## config.mk

```make
export PLATFORM = sky130hd
export DESIGN_NAME = aligned_write_combining_buffer
export DESIGN_NICKNAME = d
export VERILOG_FILES = /design/src/hw/rtl/awcb_pkg.sv /design/src/hw/rtl/awcb_ctrl.sv /design/src/hw/rtl/awcb_datapath.sv /design/src/hw/rtl/aligned_write_combining_buffer.sv
export SDC_FILE = /design/constraint.sdc
export NUM_CORES = 2
export LEC_CHECK = 0
export ABC_AREA = 1
export BUFFER_PORTS_ARGS = -buffer_cell sky130_fd_sc_hd__buf_2
export CAP_MARGIN = 20
export CORE_MARGIN = 2
export CORE_UTILIZATION = 55
export DETAILED_ROUTE_END_ITERATION = 10
export PLACE_DENSITY = 0.71
export REMOVE_ABC_BUFFERS = 1
export SLEW_MARGIN = 40
export SYNTH_ARGS = -nofsm -noshare
export SYNTH_HDL_FRONTEND = slang
export SYNTH_SLANG_ARGS = --single-unit
export TNS_END_PERCENT = 10
```

## constraint.sdc

```tcl
create_clock -name clk -period 11.05 [get_ports clk]
set_input_delay 1.105 -clock clk [delete_from_list [all_inputs] [get_ports clk]]
set_output_delay 1.105 -clock clk [all_outputs]
set_load 0.005 [all_outputs]
```

## src/hw/rtl/awcb_pkg.sv

```systemverilog
`default_nettype none
package awcb_pkg;

	localparam int MaxPanelWords = 64;
	localparam int StoreDepth = 64;
	localparam int IdxW = $clog2(StoreDepth);
	localparam int SizeW = 3;
	localparam int MaxSizeLog2 = $clog2(MaxPanelWords);
	localparam int InDataW = 80;
	localparam int OutDataW = 80;

	localparam logic [1:0] ModeUpdate = 2'd0;
	localparam logic [1:0] ModeBegin = 2'd1;
	localparam logic [1:0] ModeEnd = 2'd2;

	typedef struct packed {
		logic load_item;
		logic flush_start;
		logic flush_next;
		logic apply;
		logic out_err;
	} cmd_t;

	typedef struct packed {
		logic [1:0] mode;
		logic is_open;
		logic pending;
		logic base_diff;
		logic flush_last;
	} sts_t;

	function automatic logic [IdxW-1:0] panel_mask(input logic [SizeW-1:0] size_log2);
		logic [IdxW:0] t;
		t = ({{IdxW{1'b0}}, 1'b1} << size_log2) - {{IdxW{1'b0}}, 1'b1};
		return t[IdxW-1:0];
	endfunction

endpackage
`default_nettype wire

```

## src/hw/rtl/awcb_ctrl.sv

```systemverilog
`default_nettype none
module awcb_ctrl (
	input  wire logic          clk,
	input  wire logic          arst_n,
	input  wire logic          s_tvalid,
	output logic               s_tready,
	output logic               m_tvalid,
	input  wire logic          m_tready,
	input  awcb_pkg::sts_t     sts,
	output awcb_pkg::cmd_t     cmd
);
	import awcb_pkg::*;

	typedef enum logic [2:0] {
		ST_IDLE,
		ST_DECIDE,
		ST_FL_RD,
		ST_FL_OUT,
		ST_ERR
	} state_t;

	state_t state_q;
	state_t state_nxt;
	logic   need_flush;

	assign need_flush = sts.is_open && sts.pending &&
		(sts.mode == ModeBegin || sts.mode == ModeEnd ||
		 (sts.mode == ModeUpdate && sts.base_diff));

	always_comb begin
		state_nxt = state_q;
		cmd = '0;
		cmd.out_err = (state_q == ST_ERR);
		case (state_q)
			ST_IDLE: begin
				if (s_tvalid) begin
					cmd.load_item = 1'b1;
					state_nxt = ST_DECIDE;
				end
			end
			ST_DECIDE: begin
				if (sts.mode == ModeUpdate && !sts.is_open) begin
					state_nxt = ST_ERR;
				end else if (need_flush) begin
					cmd.flush_start = 1'b1;
					state_nxt = ST_FL_RD;
				end else begin
					cmd.apply = 1'b1;
					state_nxt = ST_IDLE;
				end
			end
			ST_FL_RD: begin
				state_nxt = ST_FL_OUT;
			end
			ST_FL_OUT: begin
				if (m_tready) begin
					if (sts.flush_last) begin
						cmd.apply = 1'b1;
						state_nxt = ST_IDLE;
					end else begin
						cmd.flush_next = 1'b1;
						state_nxt = ST_FL_RD;
					end
				end
			end
			ST_ERR: begin
				if (m_tready) begin
					state_nxt = ST_IDLE;
				end
			end
			default: begin
				state_nxt = ST_IDLE;
			end
		endcase
	end

	always_ff @(posedge clk or negedge arst_n) begin
		if (!arst_n) begin
			state_q <= ST_IDLE;
		end else begin
			state_q <= state_nxt;
		end
	end

	assign s_tready = (state_q == ST_IDLE);
	assign m_tvalid = (state_q == ST_FL_OUT) || (state_q == ST_ERR);

endmodule
`default_nettype wire

```

## src/hw/rtl/awcb_datapath.sv

```systemverilog
`default_nettype none
module awcb_datapath (
	input  wire logic                           clk,
	input  wire logic                           arst_n,
	input  wire logic [1:0]                     s_tuser,
	input  wire logic [awcb_pkg::InDataW-1:0]   s_tdata,
	output logic [awcb_pkg::OutDataW-1:0]       m_tdata,
	output logic                                m_tuser,
	output logic                                m_tlast,
	input  awcb_pkg::cmd_t                      cmd,
	output awcb_pkg::sts_t                      sts
);
	import awcb_pkg::*;

	logic [1:0]       mode_q;
	logic [31:0]      addr_q;
	logic [31:0]      data_q;
	logic [7:0]       item_region_q;
	logic [SizeW-1:0] item_size_q;

	logic             open_q;
	logic             pending_q;
	logic [7:0]       region_q;
	logic [SizeW-1:0] size_q;
	logic [31:0]      base_q;

	logic [31:0]           mem [StoreDepth];
	logic [StoreDepth-1:0] valid_q;
	logic [IdxW-1:0]       idx_q;
	logic [31:0]           rd_q;
	logic                  rd_valid_q;

	logic [IdxW-1:0]  mask;
	logic [31:0]      new_base;
	logic [IdxW-1:0]  offset;
	logic [SizeW-1:0] size_clamped;
	logic [31:0]      word_value;

	assign mask = panel_mask(size_q);
	assign new_base = addr_q & ~{{(32-IdxW){1'b0}}, mask};
	assign offset = addr_q[IdxW-1:0] & mask;
	assign size_clamped = (item_size_q > SizeW'(MaxSizeLog2)) ?
		SizeW'(MaxSizeLog2) : item_size_q;
	assign word_value = rd_valid_q ? rd_q : 32'hFFFF_FFFF;

	always_ff @(posedge clk) begin
		if (cmd.load_item) begin
			mode_q <= s_tuser;
			addr_q <= s_tdata[31:0];
			data_q <= s_tdata[63:32];
			item_region_q <= s_tdata[71:64];
			item_size_q <= s_tdata[74:72];
		end
		rd_q <= mem[idx_q];
		if (cmd.apply && mode_q == ModeUpdate) begin
			mem[offset] <= data_q;
		end
	end

	always_ff @(posedge clk or negedge arst_n) begin
		if (!arst_n) begin
			open_q <= 1'b0;
			pending_q <= 1'b0;
			region_q <= '0;
			size_q <= '0;
			base_q <= '0;
			valid_q <= '0;
			idx_q <= '0;
			rd_valid_q <= 1'b0;
		end else begin
			rd_valid_q <= valid_q[idx_q];
			if (cmd.flush_start) begin
				idx_q <= '0;
			end else if (cmd.flush_next) begin
				idx_q <= idx_q + 1'b1;
			end
			if (cmd.apply) begin
				case (mode_q)
					ModeBegin: begin
						region_q <= item_region_q;
						size_q <= size_clamped;
						base_q <= '0;
						valid_q <= '0;
						open_q <= 1'b1;
						pending_q <= 1'b0;
					end
					ModeEnd: begin
						if (open_q) begin
							open_q <= 1'b0;
							pending_q <= 1'b0;
							region_q <= '0;
							size_q <= '0;
							base_q <= '0;
						end
					end
					ModeUpdate: begin
						if (new_base != base_q) begin
							base_q <= new_base;
						end
						valid_q <= (((new_base != base_q) && pending_q) ? '0 : valid_q) |
							({{(StoreDepth-1){1'b0}}, 1'b1} << offset);
						pending_q <= 1'b1;
					end
					default: begin
					end
				endcase
			end
		end
	end

	always_comb begin
		sts.mode = mode_q;
		sts.is_open = open_q;
		sts.pending = pending_q;
		sts.base_diff = (new_base != base_q);
		sts.flush_last = (idx_q == mask);
	end

	always_comb begin
		if (cmd.out_err) begin
			m_tdata = '0;
			m_tuser = 1'b1;
			m_tlast = 1'b1;
		end else begin
			m_tdata = {2'b00, word_value, idx_q, base_q, region_q};
			m_tuser = 1'b0;
			m_tlast = (idx_q == mask);
		end
	end

endmodule
`default_nettype wire

```

## src/hw/rtl/aligned_write_combining_buffer.sv

```systemverilog
// An item is taken in ST_IDLE and decided in the next cycle, in ST_DECIDE; an item that causes
// no flush frees the input on the return to ST_IDLE, and an error beat appears in ST_ERR.
// A flush streams the panel one word at a time: a registered store read (ST_FL_RD), then
// an output beat (ST_FL_OUT) held through any output stall; the next read waits for that beat.
// Reset clears the controller, the panel state and the store's valid bits, so every store
// entry reads as all ones right after reset; there is no clearing pass.
`default_nettype none
module aligned_write_combining_buffer (
	input  wire logic                          clk,
	input  wire logic                          arst_n,
	input  wire logic                          s_tvalid,
	output logic                               s_tready,
	// address[31:0], data_word[63:32], region[71:64], size_log2[74:72], zero pad.
	input  wire logic [awcb_pkg::InDataW-1:0]  s_tdata,
	// mode[1:0].
	input  wire logic [1:0]                    s_tuser,
	output logic                               m_tvalid,
	input  wire logic                          m_tready,
	// out_region[7:0], panel_base[39:8], word_index[45:40], word_value[77:46], zero pad.
	output logic [awcb_pkg::OutDataW-1:0]      m_tdata,
	// status[0].
	output logic                               m_tuser,
	output logic                               m_tlast
);
	import awcb_pkg::*;

	cmd_t cmd;
	sts_t sts;

	awcb_ctrl u_ctrl (
		.clk      (clk),
		.arst_n   (arst_n),
		.s_tvalid (s_tvalid),
		.s_tready (s_tready),
		.m_tvalid (m_tvalid),
		.m_tready (m_tready),
		.sts      (sts),
		.cmd      (cmd)
	);

	awcb_datapath u_datapath (
		.clk     (clk),
		.arst_n  (arst_n),
		.s_tuser (s_tuser),
		.s_tdata (s_tdata),
		.m_tdata (m_tdata),
		.m_tuser (m_tuser),
		.m_tlast (m_tlast),
		.cmd     (cmd),
		.sts     (sts)
	);

`ifndef ASSERT_OFF
	a_no_overlap: assert property (@(posedge clk) disable iff (!arst_n)
		!(s_tready && m_tvalid))
		else $error("input ready while an output beat is pending");

	a_err_beat: assert property (@(posedge clk) disable iff (!arst_n)
		m_tvalid && m_tuser |-> m_tlast && (m_tdata == '0))
		else $error("error beat must be a single zero beat");

	a_one_item: assert property (@(posedge clk) disable iff (!arst_n)
		s_tvalid && s_tready |=> !s_tready && !m_tvalid)
		else $error("item not held for decision after its beat");
`endif

endmodule
`default_nettype wire
```

Yosys cells after proc, flatten, opt, wreduce, memory -nomap -nowiden
Memory sizes are Yosys's and may differ from the RTL's. A register that Yosys moved wholly into a read port is not among the register bits.
Index checks and enable logic that the tools add are counted.
Widths: inputs -> output; s select.
{"block": "totals", "ram_bits": 2048, "mem_count": 1, "ff_bits": 196}
{"name": "u_datapath.mem", "depth": 64, "word_bits": 32, "rd": 1, "rd_clocked_by_memory_dff": 1, "write_ports": 1, "line_no": "awcb_datapath.sv:27", "source": "logic [31:0] mem [StoreDepth];"}
{"block": "classes", "mux": 42, "magnitude_cmp": 2, "reduce_logical": 22, "n_bitwise": 4, "eq_ne": 13, "shifts": 2, "n_addsub": 2}
{"op": "$pmux 64 s2", "n": 1}
{"op": "$mux 32", "n": 3}
{"op": "$pmux 32 s3", "n": 1}
{"op": "$mux 78", "n": 1}
{"op": "$mux 64", "n": 1}
{"op": "$or 64x64->64", "n": 1}
{"op": "$shl 1x6->64 const A", "n": 1}
{"op": "$and 32x32->32", "n": 1}
{"op": "$ne 32x32->1", "n": 1}
{"op": "$not 6->32", "n": 1}
{"op": "$mux 3", "n": 6}
{"op": "$mux 1", "n": 16}
{"op": "$pmux 8 s2", "n": 1}
{"op": "$pmux 3 s5", "n": 1}
{"op": "$mux 6", "n": 2}
{"op": "$reduce_and 3->1", "n": 3}
{"op": "$mux 8", "n": 1}
{"op": "$lt 6x7->1 const B", "n": 1}
{"op": "$add 6x1->6 const B", "n": 1}
{"op": "$and 6x6->6", "n": 1}
{"op": "$bmux 1 s6", "n": 1}
{"op": "$eq 3x2->1 const B", "n": 2}
{"op": "$eq 6x6->1", "n": 1}
{"op": "$logic_and 1x1->1", "n": 6}
{"op": "other kinds (21)", "n": 32}

Depth between registers and ports, before layout
{"block": "depth", "word_depth": 14, "mapped_depth": 23, "ltp_nobuf": 21}

Modules after synthesis
A second synthesis with hierarchy kept.
{"block": "unflattened", "cells_unflattened": 7343, "area_unflattened_um2": 91024.8}
{"mod": "awcb_datapath", "n_inst": 1, "cells_per_inst": 7294, "area_each_um2": 90730.8}
{"mod": "awcb_ctrl", "n_inst": 1, "cells_per_inst": 49, "area_each_um2": 294.0}

Worst setup path before layout
OpenSTA, ideal clock, no wires.
{"block": "synth_timing", "kind": "input to register", "startpoint": "input s_tvalid", "endpoint": "register u_datapath.addr_q[0] (enable)", "path_stages": 2, "path_buffers": 0, "t_required_ps": 10537, "arrival_ps": 4331, "slack_ps": 6206, "path_cell_list": "inv_1 nor2_1"}
{"item": "start, declared", "line_no": "aligned_write_combining_buffer.sv:11", "source": "input wire logic s_tvalid,"}
{"item": "end signal, assigned", "line_no": "awcb_datapath.sv:49", "source": "addr_q <= s_tdata[31:0];"}
{"item": "end, declared", "line_no": "awcb_datapath.sv:16", "source": "logic [31:0] addr_q;"}

==> results.yml <==
setup_path:
  cp_slowest_stage_delay_ns: 0.80
  critPathCaptureType: "flip-flop"
  crit_fanout: 107
  crit_type: "flip-flop to flip-flop"
  crit_path_cell_trace: "buf_4 -> buf_6 -> buf_6 -> buf_4 -> o21ai_0 -> o221ai_1 -> nand3_1 -> a31oi_1 -> a32o_1"
  cpMaxStageDelayCell: "dfrtp_4"
  worstPathArrival_ns: 5.95
  cp.required_ns: 11.79
  worst_setup_path_start_kind: "flip-flop"
place:
  place_ws_ns: 6.07
  place_area_um2: 93400
  dp_hpwl_mm: 129
  port_buffers: 162
  gp_congestion: 0.811
logic_synthesis:
  synth_cell_types: 35
  syn-instance-count: 7040
  synth-seq-area-share_pct: 74.9
  yosys-top-cells-area: "edfxtp_1, o21ai_0, nor2_1"
  synth_top_area_cell: "edfxtp_1"
  netlist.area_leader.share_pct: 70.9
  synth_area_per_cell_um2: 12.8
  yosys_warnings: 0
  ys_ff_latch: 2276
  syn-cell-area_um2: 90000
power_and_ir_drop:
  p_leak_nw: 33.7
  swShare_pct: 31.0
  seqPwrFrac_pct: 47.0
  clkPwrFrac_pct: 32.1
  p_comb_share_pct: 21.0
  p_int_mw: 15.2
  netSwitchingPower_mw: 6.84
  p_per_area_nw_per_um2: 220
  ir_drop_v: 0.000194
  power_mw: 22.1
sta:
  hold_violations: 0
  worst_slew_pin_slew_ns: 1.01
  max_slew_margin_pct: 32.5
  min_period_ns: 5.21
  rsz0062_at_grt: "no"
  setup_viol_count_final: 0
  setup_ws_ns: 5.84
  period_share_pct: 47.2
  setup_tns_ns: 0
  drv_slew: 0
  clock.fmax_mhz: 192
  fin_skew_ns: 0.0554
floorplan:
  start_util_pct: 55.4
  core_um2: 163000
  ios: 170
  rows: 148
  die_area_um2: 167000
  die_h_um: 409
  dieWidth_um: 409
drt:
  viasPerCell: 6.43
  first_pass_iters: 8
  drc: 0
  routedWlPerCell_um: 27.1
  num_vias: 60700
  drt_iter0_drc: 9244
  ant_nets: 0
  wirelength_mm: 255
global_route:
  grt_pass1_vias: 57800
  grt_usage_pct: 30.1
  grt-ovfl-total: 0
  antenna_found_initial: 7
  grt_max_degree: 233
  grt_busiest_layer: "met2"
  grt_pass1_wl_mm: 373
  grtUsageMet2_pct: 47.1
  groute.layer.met3.usage_pct: 5.53
  use_met1_pct: 41.7
final_layout:
  fin_area_um2: 100000
  diodes: 0
  layout.nets: 7163
  final_layout_size_suffix_gt1_share_pct: 10.0
  syn_to_final_growth_pct: 11.4
  final_common_cell: "edfxtp_1"
  final_cell_mix: "edfxtp_1, nor2_1, o21ai_0"
outcome:
  outcome: "complete, no violations"
clock_network:
  cts_tree: "built"
  numCtsBuffers: 216
  clock_path_buffers: 3
  post_cts_buffers: 0
  htree_levels: 4
  clock-sinks: 2276
  root_buffer: "clkbuf_16"
  path_clk_slew_ns: 0.06
  clock_latency_ns: 0.86
  cts_hold_buf: 0
  cts_resized: 0
worst_hold_path:
  hp-class: "input pin to asynchronous set/reset pin"
flow_run:
  max_cap_viol_count: 0
[cell families (layout without fill, tap and decap cells)]
group | after synthesis | after routing | share of synthesized area (%)
compound gates | 1881 | 1881 | 12.2
xor+xnor | 10 | 10 | 0.0973
fa+ha+maj | 6 | 6 | 0.0834
buf+inv | 662 | 881 | 2.95
flops | 2276 | 2276 | 74.9
other cells | 1 | 2 | 0.00417
simple gates | 2204 | 2204 | 9.77
[area by class of cell]
cell class	count	area, µm²
Sequential cell	2276	67400
Clock inverter	131	980
Tap cell	2175	2720
Multi-Input combinational cell	4103	20500
Clock buffer	276	5730
Timing Repair Buffer	328	2370
Inverter	146	581
Fill cell	12100	62300
[synth_stat cells]
| library cell | n |
|---|---|
| clkinv_1 | 5 |
| inv_1 | 137 |
| o21ai_4 | 1 |
| a21oi_1 | 134 |
| o221ai_1 | 201 |
| nor4_1 | 1 |
| o21ai_1 | 12 |
| inv_2 | 4 |
| buf_4 | 3 |
| nor3_1 | 14 |
| buf_6 | 13 |
| a31oi_1 | 43 |
| edfxtp_1 | 2125 |
| nand3b_1 | 1 |
| nand4_1 | 88 |
| dfrtp_1 | 119 |
| a22o_1 | 10 |
| o21ai_0 | 1066 |
| nand3_1 | 210 |
| buf_2 | 49 |
| nor2_1 | 1204 |
| ha_1 | 6 |
| clkbuf_1 | 424 |
| nand2_1 | 683 |
| nand2_2 | 2 |
| conb_1 | 1 |
| nand2_4 | 1 |
| o21ai_2 | 1 |
| xor2_1 | 7 |
| o211ai_1 | 63 |
| a32o_1 | 23 |
| o22ai_1 | 327 |
| xnor2_1 | 3 |
| dfxtp_1 | 32 |
| buf_1 | 27 |
[final timing paths]
path / startpoint / endpoint / slack [ns] / cells past startpoint
worst max register to register: u_datapath.idx_q[0]$_DFFE_PN0P_ / u_datapath.rd_q[16]$_DFF_P_ / 5.84 / 9
max in group asynchronous: arst_n / u_datapath.valid_q[5]$_DFFE_PN0P_ / 9.77 / 2
worst min register to register: u_datapath.valid_q[53]$_DFFE_PN0P_ / u_datapath.valid_q[53]$_DFFE_PN0P_ / 0.49 / 2
min in group clk: s_tdata[3] / u_datapath.addr_q[3]$_DFFE_PP_ / 0.42 / 1
worst min-delay path: arst_n / u_datapath.base_q[7]$_DFFE_PN0P_ / 0.22 / 1
worst max-delay path: u_datapath.idx_q[0]$_DFFE_PN0P_ / u_datapath.rd_q[16]$_DFF_P_ / 5.84 / 9
[critical path, delay by kind of cell (launching register included)]
| kind | cells | cell delay [ns] |
|---|---|---|
| buf+inv | 4 | 2.83 |
| compound gates | 4 | 1.18 |
| flops | 1 | 0.80 |
| simple gates | 1 | 0.12 |
[power by group through the flow]
stage | clock network, mW | registers [mW] | logic (mW)
finish | 7.07 | 10.4 | 4.63
global route | 7.44 | 10.4 | 5.05
CTS | 7.12 | 10.4 | 4.54
detailed placement | 0 | 10.5 | 4.52
global placement | 0 | 10.5 | 4.35
floorplan | 0 | 11.0 | 3.01
[registers in the layout, indices dropped and copies added, names as in the netlist, 6 cells and up]
signal / cells
u_datapath.mem: 2048
u_datapath.valid_q: 64
u_datapath.addr_q: 32
u_datapath.base_q: 32
u_datapath.data_q: 32
u_datapath.rd_q: 32
u_datapath.item_region_q: 8
u_datapath.region_q: 8
u_datapath.idx_q: 6
[stage by stage]
stage	cells	util, %	hold WS [ns]
floorplan	6525	-	0.459
global placement	9017	57.3	0.472
detailed placement	9022	57.4	0.477
CTS	9429	61.6	0.332
global route	9435	61.7	0.260
finish	9435	61.7	0.219
[routing by layer]
| metal | part of all wire (%) | vias to the layer above |
|---|---|---|
| met3 | 11 | 642 |
| li1 | - | 26200 |
| met2 | 46 | 3866 |
| met1 | 38 | 30000 |
| met4 | 4.6 | 6 |
| met5 | 0.016 | - |
Power figures use the tool's default switching activity.
